<file path="src/rtl/hwm_pkg.sv">
// shared types and constants of the heartbeat watchdog monitor
package hwm_pkg;

   // request kinds carried in the request tuser
   typedef enum logic [1:0] {
      REQ_REGISTER  = 2'd0,
      REQ_HEARTBEAT = 2'd1,
      REQ_CHECK     = 2'd2
   } req_kind_type;

   // result kinds carried in the response tuser
   typedef enum logic [1:0] {
      RESULT_ACK     = 2'd0,
      RESULT_TIMEOUT = 2'd1,
      RESULT_SUMMARY = 2'd2
   } result_kind_type;

   // csr register index of the default timeout
   localparam logic CSR_DEFAULT_TIMEOUT = 1'b0;

   // default timeout after reset, in ticks
   localparam logic [31:0] DEFAULT_TIMEOUT_RESET = 32'd1000;

   // field widths
   localparam int CLIENT_W = 8;
   localparam int TIME_W   = 32;
   localparam int ENTRY_W  = CLIENT_W + 2 * TIME_W;

   // controller to datapath commands
   typedef struct packed {
      logic            load_req;
      logic            clear_idx;
      logic            step_idx;
      logic            reg_write;
      logic            beat_write;
      logic            deactivate;
      logic            emit;
      result_kind_type emit_kind;
      logic            emit_accepted;
   } hwm_cmd_type;

   // datapath to controller status
   typedef struct packed {
      logic walk_end;
      logic table_full;
      logic hit;
      logic expired;
      logic out_free;
   } hwm_status_type;

endpackage

</file>
<file path="src/rtl/hwm_ram.sv">
// generic single write port, single read port ram with registered read
module hwm_ram #(
   parameter int WIDTH = 8,
   parameter int DEPTH = 16,
   parameter int AW    = (DEPTH > 1) ? $clog2(DEPTH) : 1
) (
   input  logic             clock,
   input  logic             wr_en,
   input  logic [AW-1:0]    wr_addr,
   input  logic [WIDTH-1:0] wr_data,
   input  logic [AW-1:0]    rd_addr,
   output logic [WIDTH-1:0] rd_data
);

   logic [WIDTH-1:0] mem_ff [DEPTH];
   logic [WIDTH-1:0] rd_data_ff;

   // write port
   always_ff @(posedge clock) begin
      if (wr_en) begin
         mem_ff[wr_addr] <= wr_data;
      end
   end

   // registered read port
   always_ff @(posedge clock) begin
      rd_data_ff <= mem_ff[rd_addr];
   end

   assign rd_data = rd_data_ff;

endmodule

</file>
<file path="src/rtl/hwm_ctrl.sv">
// controller state machine of the heartbeat watchdog monitor
module hwm_ctrl
   import hwm_pkg::*;
(
   input  logic           clock,
   input  logic           reset,
   input  logic           req_tvalid,
   input  logic [1:0]     req_tuser,
   input  hwm_status_type status,
   output logic           req_tready,
   output hwm_cmd_type    cmd
);

   typedef enum logic [4:0] {
      ST_IDLE     = 5'b00001,
      ST_REGISTER = 5'b00010,
      ST_BEAT     = 5'b00100,
      ST_CHECK    = 5'b01000,
      ST_SUMMARY  = 5'b10000
   } state_type;

   state_type state_ff, state_in;

   // next state and commands
   always_comb begin
      state_in   = state_ff;
      req_tready = 1'b0;
      cmd        = '0;
      cmd.emit_kind = RESULT_ACK;
      unique case (state_ff)
         ST_IDLE: begin
            req_tready = 1'b1;
            if (req_tvalid) begin
               cmd.load_req  = 1'b1;
               cmd.clear_idx = 1'b1;
               unique case (req_tuser)
                  REQ_REGISTER:  state_in = ST_REGISTER;
                  REQ_HEARTBEAT: state_in = ST_BEAT;
                  REQ_CHECK:     state_in = ST_CHECK;
                  default:       state_in = ST_IDLE;
               endcase
            end
         end
         ST_REGISTER: begin
            if (status.out_free) begin
               cmd.emit          = 1'b1;
               cmd.emit_kind     = RESULT_ACK;
               cmd.emit_accepted = !status.table_full;
               cmd.reg_write     = !status.table_full;
               state_in          = ST_IDLE;
            end
         end
         ST_BEAT: begin
            if (status.walk_end || status.hit) begin
               if (status.out_free) begin
                  cmd.emit          = 1'b1;
                  cmd.emit_kind     = RESULT_ACK;
                  cmd.emit_accepted = status.hit;
                  cmd.beat_write    = status.hit;
                  state_in          = ST_IDLE;
               end
            end else begin
               cmd.step_idx = 1'b1;
            end
         end
         ST_CHECK: begin
            if (status.walk_end) begin
               state_in = ST_SUMMARY;
            end else if (status.expired) begin
               // hold the entry until the timeout result can be loaded
               if (status.out_free) begin
                  cmd.emit       = 1'b1;
                  cmd.emit_kind  = RESULT_TIMEOUT;
                  cmd.deactivate = 1'b1;
                  cmd.step_idx   = 1'b1;
               end
            end else begin
               cmd.step_idx = 1'b1;
            end
         end
         ST_SUMMARY: begin
            if (status.out_free) begin
               cmd.emit      = 1'b1;
               cmd.emit_kind = RESULT_SUMMARY;
               state_in      = ST_IDLE;
            end
         end
         default: begin
            state_in = ST_IDLE;
         end
      endcase
   end

   // state register
   always_ff @(posedge clock) begin
      if (reset) begin
         state_ff <= ST_IDLE;
      end else begin
         state_ff <= state_in;
      end
   end

endmodule

</file>
<file path="src/rtl/hwm_dp.sv">
// datapath: request registers, client table, walk index and result register
module hwm_dp
   import hwm_pkg::*;
#(
   parameter int MAX_ENTRIES = 16
) (
   input  logic           clock,
   input  logic           reset,
   input  hwm_cmd_type    cmd,
   input  logic [71:0]    req_tdata,
   input  logic [31:0]    default_timeout,
   input  logic           rsp_tready,
   output hwm_status_type status,
   output logic           rsp_tvalid,
   output logic [15:0]    rsp_tdata,
   output logic [1:0]     rsp_tuser,
   output logic           rsp_tlast
);

   localparam int AW = (MAX_ENTRIES > 1) ? $clog2(MAX_ENTRIES) : 1;
   localparam int CW = $clog2(MAX_ENTRIES + 1);

   // request payload
   logic [CLIENT_W-1:0] id_ff;
   logic [TIME_W-1:0]   tmo_ff;
   logic [TIME_W-1:0]   now_ff;

   // table control state
   logic [CW-1:0]          count_ff, count_in;
   logic [CW-1:0]          idx_ff, idx_in;
   logic [MAX_ENTRIES-1:0] active_ff, active_in;

   // table memory port signals
   logic               wr_en;
   logic [AW-1:0]      wr_addr;
   logic [ENTRY_W-1:0] wr_data;
   logic [ENTRY_W-1:0] rd_data;
   logic [CLIENT_W-1:0] rd_client;
   logic [TIME_W-1:0]   rd_beat;
   logic [TIME_W-1:0]   rd_timeout;
   logic [TIME_W-1:0]   elapsed;
   logic                cur_active;

   // result register
   logic                rsp_valid_ff, rsp_valid_in;
   result_kind_type     rsp_kind_ff;
   logic                rsp_acc_ff;
   logic [CLIENT_W-1:0] rsp_id_ff;
   logic                rsp_healthy_ff;
   logic                rsp_last_ff;

   // request capture
   always_ff @(posedge clock) begin
      if (cmd.load_req) begin
         id_ff  <= req_tdata[7:0];
         tmo_ff <= req_tdata[39:8];
         now_ff <= req_tdata[71:40];
      end
   end

   // table entry layout: client, last beat, timeout
   assign rd_client  = rd_data[ENTRY_W-1 -: CLIENT_W];
   assign rd_beat    = rd_data[2*TIME_W-1 -: TIME_W];
   assign rd_timeout = rd_data[TIME_W-1:0];

   // walk index; the memory reads ahead at the next index
   always_comb begin
      idx_in = idx_ff;
      if (cmd.clear_idx) begin
         idx_in = '0;
      end else if (cmd.step_idx) begin
         idx_in = idx_ff + CW'(1);
      end
   end

   // memory write selection
   always_comb begin
      wr_en   = cmd.reg_write || cmd.beat_write;
      wr_addr = cmd.reg_write ? count_ff[AW-1:0] : idx_ff[AW-1:0];
      if (cmd.reg_write) begin
         wr_data = {id_ff, now_ff, (tmo_ff != '0) ? tmo_ff : default_timeout};
      end else begin
         wr_data = {rd_client, now_ff, rd_timeout};
      end
   end

   hwm_ram #(
      .WIDTH (ENTRY_W),
      .DEPTH (MAX_ENTRIES)
   ) u_table (
      .clock   (clock),
      .wr_en   (wr_en),
      .wr_addr (wr_addr),
      .wr_data (wr_data),
      .rd_addr (idx_in[AW-1:0]),
      .rd_data (rd_data)
   );

   // entry evaluation with wrapping elapsed time
   assign elapsed    = now_ff - rd_beat;
   assign cur_active = active_ff[idx_ff[AW-1:0]];

   always_comb begin
      status.walk_end   = idx_ff >= count_ff;
      status.table_full = count_ff == CW'(MAX_ENTRIES);
      status.hit        = !status.walk_end && cur_active && (rd_client == id_ff);
      status.expired    = !status.walk_end && cur_active && (elapsed > rd_timeout);
      status.out_free   = !rsp_valid_ff || rsp_tready;
   end

   // fill count and active flags
   always_comb begin
      count_in  = count_ff;
      active_in = active_ff;
      if (cmd.reg_write) begin
         count_in                     = count_ff + CW'(1);
         active_in[count_ff[AW-1:0]] = 1'b1;
      end
      if (cmd.deactivate) begin
         active_in[idx_ff[AW-1:0]] = 1'b0;
      end
   end

   always_ff @(posedge clock) begin
      if (reset) begin
         count_ff  <= '0;
         active_ff <= '0;
         idx_ff    <= '0;
      end else begin
         count_ff  <= count_in;
         active_ff <= active_in;
         idx_ff    <= idx_in;
      end
   end

   // result register valid
   always_comb begin
      rsp_valid_in = rsp_valid_ff;
      if (cmd.emit) begin
         rsp_valid_in = 1'b1;
      end else if (rsp_tready) begin
         rsp_valid_in = 1'b0;
      end
   end

   always_ff @(posedge clock) begin
      if (reset) begin
         rsp_valid_ff <= 1'b0;
      end else begin
         rsp_valid_ff <= rsp_valid_in;
      end
   end

   // result payload, unused fields forced to zero
   always_ff @(posedge clock) begin
      if (cmd.emit) begin
         rsp_kind_ff    <= cmd.emit_kind;
         rsp_acc_ff     <= (cmd.emit_kind == RESULT_ACK) && cmd.emit_accepted;
         rsp_id_ff      <= (cmd.emit_kind == RESULT_TIMEOUT) ? rd_client : '0;
         rsp_healthy_ff <= (cmd.emit_kind == RESULT_SUMMARY) &&
                           ((|active_ff) || (count_ff == '0));
         rsp_last_ff    <= cmd.emit_kind != RESULT_TIMEOUT;
      end
   end

   assign rsp_tvalid = rsp_valid_ff;
   assign rsp_tdata  = {6'b0, rsp_healthy_ff, rsp_id_ff, rsp_acc_ff};
   assign rsp_tuser  = rsp_kind_ff;
   assign rsp_tlast  = rsp_last_ff;

endmodule

</file>
<file path="src/rtl/heartbeat_watchdog_monitor.sv">
// top level of the multi-channel heartbeat watchdog monitor
//
// Requests enter on the req_ stream: req_tuser selects register, heartbeat
// or check, req_tdata carries client id, timeout and time stamp. Results
// leave on the rsp_ stream: result kind on rsp_tuser, rsp_tlast on the
// final result of each request. The default timeout sits in a csr at
// byte address 0 of the APB-style csr_ port; it must be written only while
// idle, which the block itself does not enforce. One request is processed
// at a time. A register request passes through the register state, which
// loads its acknowledge into the result register. Heartbeat and check walk
// the client table one entry per cycle, unless a result waits, through the
// table memory read port: a heartbeat ends its walk at the first matching
// active entry or the end of the filled table, and a check steps past an
// expired entry as it loads its timeout result. The next request is accepted
// in the cycle after the final result is loaded. The table fills in request
// order up to MAX_ENTRIES entries and is never cleared except by reset. A
// result register sits on the output; when the receiver holds rsp_tready low, the
// walk pauses on the next expired entry or final result.
// Reset empties the table, clears all active flags, drops any pending result
// and restores the default timeout to 1000 ticks.
module heartbeat_watchdog_monitor
   import hwm_pkg::*;
#(
   parameter int MAX_ENTRIES = 16
) (
   input  logic        clock,
   input  logic        reset,
   // request stream
   input  logic        req_tvalid,
   output logic        req_tready,
   input  logic [71:0] req_tdata,   // client_id[7:0], timeout_value[39:8], time_stamp[71:40]
   input  logic [1:0]  req_tuser,   // req_type[1:0]
   // response stream
   output logic        rsp_tvalid,
   input  logic        rsp_tready,
   output logic [15:0] rsp_tdata,   // accepted[0], expired_id[8:1], healthy[9], zero[15:10]
   output logic [1:0]  rsp_tuser,   // result_kind[1:0]
   output logic        rsp_tlast,
   // csr port
   input  logic        csr_psel,
   input  logic        csr_penable,
   input  logic        csr_pwrite,
   input  logic [2:0]  csr_paddr,
   input  logic [31:0] csr_pwdata,
   output logic [31:0] csr_prdata,
   output logic        csr_pready
);

   logic [31:0]    default_timeout_ff;
   logic           csr_write;
   hwm_cmd_type    cmd;
   hwm_status_type status;

   // csr write and read
   assign csr_pready = 1'b1;
   assign csr_write  = csr_psel && csr_penable && csr_pwrite && csr_pready;

   always_ff @(posedge clock) begin
      if (reset) begin
         default_timeout_ff <= DEFAULT_TIMEOUT_RESET;
      end else if (csr_write && (csr_paddr[2] == CSR_DEFAULT_TIMEOUT)) begin
         default_timeout_ff <= csr_pwdata;
      end
   end

   assign csr_prdata = (csr_paddr[2] == CSR_DEFAULT_TIMEOUT) ? default_timeout_ff : '0;

   // controller
   hwm_ctrl u_ctrl (
      .clock      (clock),
      .reset      (reset),
      .req_tvalid (req_tvalid),
      .req_tuser  (req_tuser),
      .status     (status),
      .req_tready (req_tready),
      .cmd        (cmd)
   );

   // datapath
   hwm_dp #(
      .MAX_ENTRIES (MAX_ENTRIES)
   ) u_dp (
      .clock           (clock),
      .reset           (reset),
      .cmd             (cmd),
      .req_tdata       (req_tdata),
      .default_timeout (default_timeout_ff),
      .rsp_tready      (rsp_tready),
      .status          (status),
      .rsp_tvalid      (rsp_tvalid),
      .rsp_tdata       (rsp_tdata),
      .rsp_tuser       (rsp_tuser),
      .rsp_tlast       (rsp_tlast)
   );

   // a result is never loaded over one that is still waiting
   assert property (@(posedge clock) disable iff (reset) cmd.emit |-> status.out_free)
      else $error("result loaded while output register busy");

   // a full table is never written
   assert property (@(posedge clock) disable iff (reset) cmd.reg_write |-> !status.table_full)
      else $error("register write into full table");

   // a heartbeat only refreshes a matching active entry inside the table
   assert property (@(posedge clock) disable iff (reset)
      cmd.beat_write |-> (status.hit && !status.walk_end))
      else $error("heartbeat write without a hit");

   // every deactivation comes with its timeout result
   assert property (@(posedge clock) disable iff (reset)
      cmd.deactivate |-> (status.expired && cmd.emit && (cmd.emit_kind == RESULT_TIMEOUT)))
      else $error("entry deactivated without timeout result");

endmodule
</file>
<file path="config.mk">
export PLATFORM = sky130hd
export DESIGN_NAME = heartbeat_watchdog_monitor
export DESIGN_NICKNAME = d
export VERILOG_FILES = /design/src/rtl/hwm_pkg.sv /design/src/rtl/hwm_ram.sv /design/src/rtl/hwm_ctrl.sv /design/src/rtl/hwm_dp.sv /design/src/rtl/heartbeat_watchdog_monitor.sv
export SDC_FILE = /design/constraint.sdc
export NUM_CORES = 2
export LEC_CHECK = 0
export BUFFER_PORTS_ARGS = -buffer_cell sky130_fd_sc_hd__buf_2
export CAP_MARGIN = 15
export CORE_UTILIZATION = 24
export CTS_BUF_LIST = sky130_fd_sc_hd__clkbuf_4 sky130_fd_sc_hd__clkbuf_8
export CTS_CLUSTER_DIAMETER = 200
export CTS_CLUSTER_SIZE = 28
export DETAILED_ROUTE_END_ITERATION = 10
export PLACE_DENSITY = 0.48
export SLEW_MARGIN = 20
export SYNTH_ARGS = -nofsm -noshare
export SYNTH_HDL_FRONTEND = slang
export SYNTH_SLANG_ARGS = --single-unit
</file>
<file path="constraint.sdc">
create_clock -name clock -period 6.14 [get_ports clock]
set_input_delay 1.228 -clock clock [delete_from_list [all_inputs] [get_ports clock]]
set_output_delay 1.228 -clock clock [all_outputs]
set_load 0.1 [all_outputs]
</file>
==> impl_metrics.tcl <==
set metrics [dict create \
    crit_required_ps 6860 \
    ant_nets 0 \
    cp_data_arrival_time_ps 7390 \
    nets 4237 \
    synthMuxAreaShare_pct 6.122 \
    yosysWarnings 0 \
    start_kind "flip-flop" \
    post-route-min-period_ps 6670 \
    synth_edf_count 1237 \
    cts_root_buf "clkbuf_8" \
    intPower_mw 11.72 \
    grt_pass1_vias 31880 \
    synth-seq-cells 1373 \
    clk_path_buf_depth 3 \
    num_vias 32090 \
    synth-async-reset-ratio_pct 0 \
    hold_path_class "reg -> reg" \
    power_mw 15.14 \
    power.share.sequential_pct 68.4 \
    clockPowerShare_pct 25.9 \
    grt_max_degree 73 \
    post-route-drc-count 0 \
    insertion_delay_ps 850 \
    hold_viol 0 \
    drt-pass1-iter-count 5 \
    power_frac_comb_pct 5.7 \
    synth_top_family_by_area "simple AND/OR/NAND/NOR gates" \
    drt_wl_total_mm 164.3 \
    r2r_cells 27 \
    core.rowCount 175 \
    cts_hold_buffers 0 \
    p_sw_share_pct 22.58 \
    dpl.hpwl_mm 95.05 \
    grt_pass1_wl_mm 232.8 \
    holdPathEnd "default_timeout_ff[29]" \
    synth_area_um2 54960 \
    antenna_found_initial 17 \
    synthSimpleGateAreaFrac_pct 10.33 \
    io_pins 170 \
    grt_overflow_total 0 \
    syn_inst 3628 \
    htreeDepth 2 \
    design_area_um2 65520 \
    hold_start "default_timeout_ff[29]" \
    ff2ff_setup_slack_ps -530 \
    cts.sinks 1373 \
    die_area_um2 230900 \
    detail_route.wl_per_cell_um 23.14 \
    skew_ps 68.38 \
    yosysSeqAreaShare_pct 72.54 \
    track_usage_pct 13.81 \
    synthXorXnorAreaFrac_pct 0.6693 \
    maxCapViolations 0 \
    power.density_nw_per_um2 231.1 \
    clk_pin_slew_ps 160 \
    synthAdderAreaFrac_pct 1.767 \
    chipWidth_um 480.5 \
    cts_buffers 55 \
    syn_avg_cell_area_um2 15.15 \
    cts_tree "built" \
    synth_compound_area_share_pct 6.265 \
    initial_core_util_pct 24.16 \
    peakVddDrop_v 0.0001558 \
    finalCritPeriodShare_pct 108.6 \
    tightest_slew_ps 1183 \
    drive_above_1_share_pct 23.21 \
    violations "setup timing" \
    synth_ff_type "edfxtp_1" \
    port_buffers 160 \
    slew_headroom_pct 21.15 \
    timing.rr.end "u_dp.u_table.rd_data[54]" \
    grt_setup_unrepaired "yes" \
    path_max_fanout 6 \
    drtIter0Drc 2726 \
    p_switching_mw 3.418 \
    reg2reg_from "u_dp.now_ff[1]" \
    status "finished with violations" \
    fin_ws_ps -529.5 \
    area_growth_pct 19.22 \
    place_area_um2 62140 \
    synthDistinctLibCells 75 \
    routabilityCongestion 0.7657 \
    finalSetupViolations 72 \
    critPathKind "reg -> reg" \
    max_freq_mhz 149.9 \
    finalMaxSlewViolations 0 \
    viasPerCell 4.520 \
    die_h_um 480.5 \
    leakage_nw 21.67 \
    hold_depth 2 \
    cp-end-kind "flip-flop" \
    design.core.area_um2 227500 \
]
## worst max path at each step
stage	start	end	slack [ps]	cells past startpoint
after floorplan	rsp_tready	u_dp.u_table.mem_ff[6][0]	-90	8
after global placement	u_dp.now_ff[0]	u_dp.u_table.rd_data[54]	-770	31
after detailed placement	u_dp.now_ff[0]	u_dp.u_table.rd_data[48]	-950	29
after CTS	u_dp.now_ff[0]	u_dp.u_table.rd_data[17]	-750	30
after global routing	u_dp.now_ff[1]	u_dp.u_table.rd_data[54]	-800	27
final	u_dp.now_ff[1]	u_dp.u_table.rd_data[54]	-530	27
## sequential cells by signal (all words and copies together) (netlist names), 2 cells and up
signal,cells
u_dp.rsp_tuser,2
u_ctrl.state_ff,5
u_dp.rsp_id_ff,8
default_timeout_ff,32
u_dp.u_table.mem_ff,1152
u_dp.active_ff,16
u_dp.id_ff,8
u_dp.idx_ff,5
u_dp.count_ff,5
u_dp.tmo_ff,32
u_dp.u_table.rd_data,72
u_dp.now_ff,32
## placed cells by master, fill, tap and decap left out, drive strengths merged, types with 22 or more instances in the layout
cell type	count
a211oi	121
a21o	22
a21oi	100
a311o	72
and2	89
buf	543
clkbuf	106
dfxtp	136
edfxtp	1237
ha	76
inv	81
mux4	148
nand2	706
nand2b	76
nand3	87
nand4	81
nor2	64
nor2b	44
nor3	25
o211ai	74
o21ai	23
xnor2	22
## cells in the mapped netlist, drive strengths merged (4+ instances only)
| cell | number | share of area [%] |
|---|---|---|
| nor2 | 64 | 0.45 |
| dfxtp | 136 | 5.0 |
| nand3b | 8 | 0.11 |
| a311o | 72 | 1.3 |
| nor3 | 25 | 0.25 |
| a41oi | 6 | 0.096 |
| a211oi | 121 | 1.7 |
| a21oi | 100 | 0.92 |
| ha | 76 | 1.7 |
| nand2b | 76 | 0.87 |
| and2 | 89 | 1.0 |
| o211ai | 74 | 1.0 |
| nand2 | 706 | 4.8 |
| or3 | 4 | 0.046 |
| or4 | 4 | 0.055 |
| o21ai | 23 | 0.22 |
| nor2b | 44 | 0.50 |
| clkbuf | 123 | 0.84 |
| o21a | 4 | 0.055 |
| edfxtp | 1237 | 68 |
| buf | 82 | 0.90 |
| nand3 | 87 | 0.79 |
| xor2 | 20 | 0.32 |
| a31oi | 17 | 0.19 |
| and3 | 9 | 0.10 |
| a21o | 22 | 0.30 |
| mux4 | 148 | 6.1 |
| nand4 | 81 | 0.92 |
| nor4 | 17 | 0.19 |
| xnor2 | 22 | 0.35 |
| inv | 80 | 0.55 |
| and4 | 4 | 0.064 |
## power by group through the flow
stage	clock network, mW	logic, mW	registers, mW
2_1_floorplan	0	0.410	10.6
3_3_place_gp	0	0.808	10.6
3_5_place_dp	0	0.824	10.6
4_1_cts	4.04	0.839	10.4
5_1_grt	4.32	0.936	10.4
6_report	3.92	0.861	10.4
## repair_timing
item / CTS / global route
setup endpoints to repair: 74 / 102
gates cloned: 21 / 6
resized for setup: 159 / 64
pin swaps: 76 / 57
setup buffers: 45 / 24
## stage by stage
stage                     hold WS, ps  setup slack [ps]  TNS (ps)  std cells  utilization (%)
after floorplan                 445.1            -89.17    -43560       3633                -
after global placement          459.8            -768.8    -51210       6909            27.31
after detailed placement        464.3            -945.5    -62750       6909            27.31
after CTS                       454.3            -754.4    -48930       7074            28.54
after global routing            468.0            -799.0    -51750       7099            28.80
final                           486.4            -529.5    -31740       7099            28.80
## per-layer routing
| layer | share of wire, % | track usage [%] | up-vias | wire length, µm |
|---|---|---|---|---|
| li1 | - | - | 14550 | - |
| met1 | 43 | 18.02 | 16760 | 71360 |
| met2 | 51 | 24.89 | 633 | 84100 |
| met3 | 3.4 | 1.225 | 157 | 5645 |
| met4 | 1.9 | 2.506 | 0 | 3194 |
| met5 | 0 | 0 | - | 0 |
## cell families after synthesis
logic type / Yosys count
AND/OR/NAND/NOR: 1227
flip-flops: 1373
multiplexers: 151
adder cells (fa/ha/maj): 77
XOR/XNOR: 42
other: 2
AO/OA/AOI/OAI: 470
buffers and inverters: 286
## cell type report
class                   count  area, µm²
flip-flops and latches   1373      39870
diodes                      2      5.005
clock buffers             100       1107
inverters                  81      306.5
clock inverters             1      30.03
multi-input cells        1974      14580
repair buffers            559       5857
fillers                 22760     162000
well taps                3009       3765
## worst max-delay path: stages, from the launching register on
cell and delay, ps:
edfxtp_1 540, ha_1 340, nor2b_1 150, o21ai_2 180
a21boi_2 90, o21a_1 210, o31a_1 340, a2111o_1 480
and2_4 160, a21o_1 180, a21oi_2 170, xnor2_2 180
ha_1 320, a21oi_2 130, o21ai_1 90, a221o_1 320
a2111o_1 410, o31a_1 290, buf_12 150, nor4b_4 130
or3_4 460, buf_12 180, buf_12 130, buf_12 130
buf_12 140, mux4_2 420, nand2b_1 120, nand4_1 110
(Power assumes the default switching activity.)
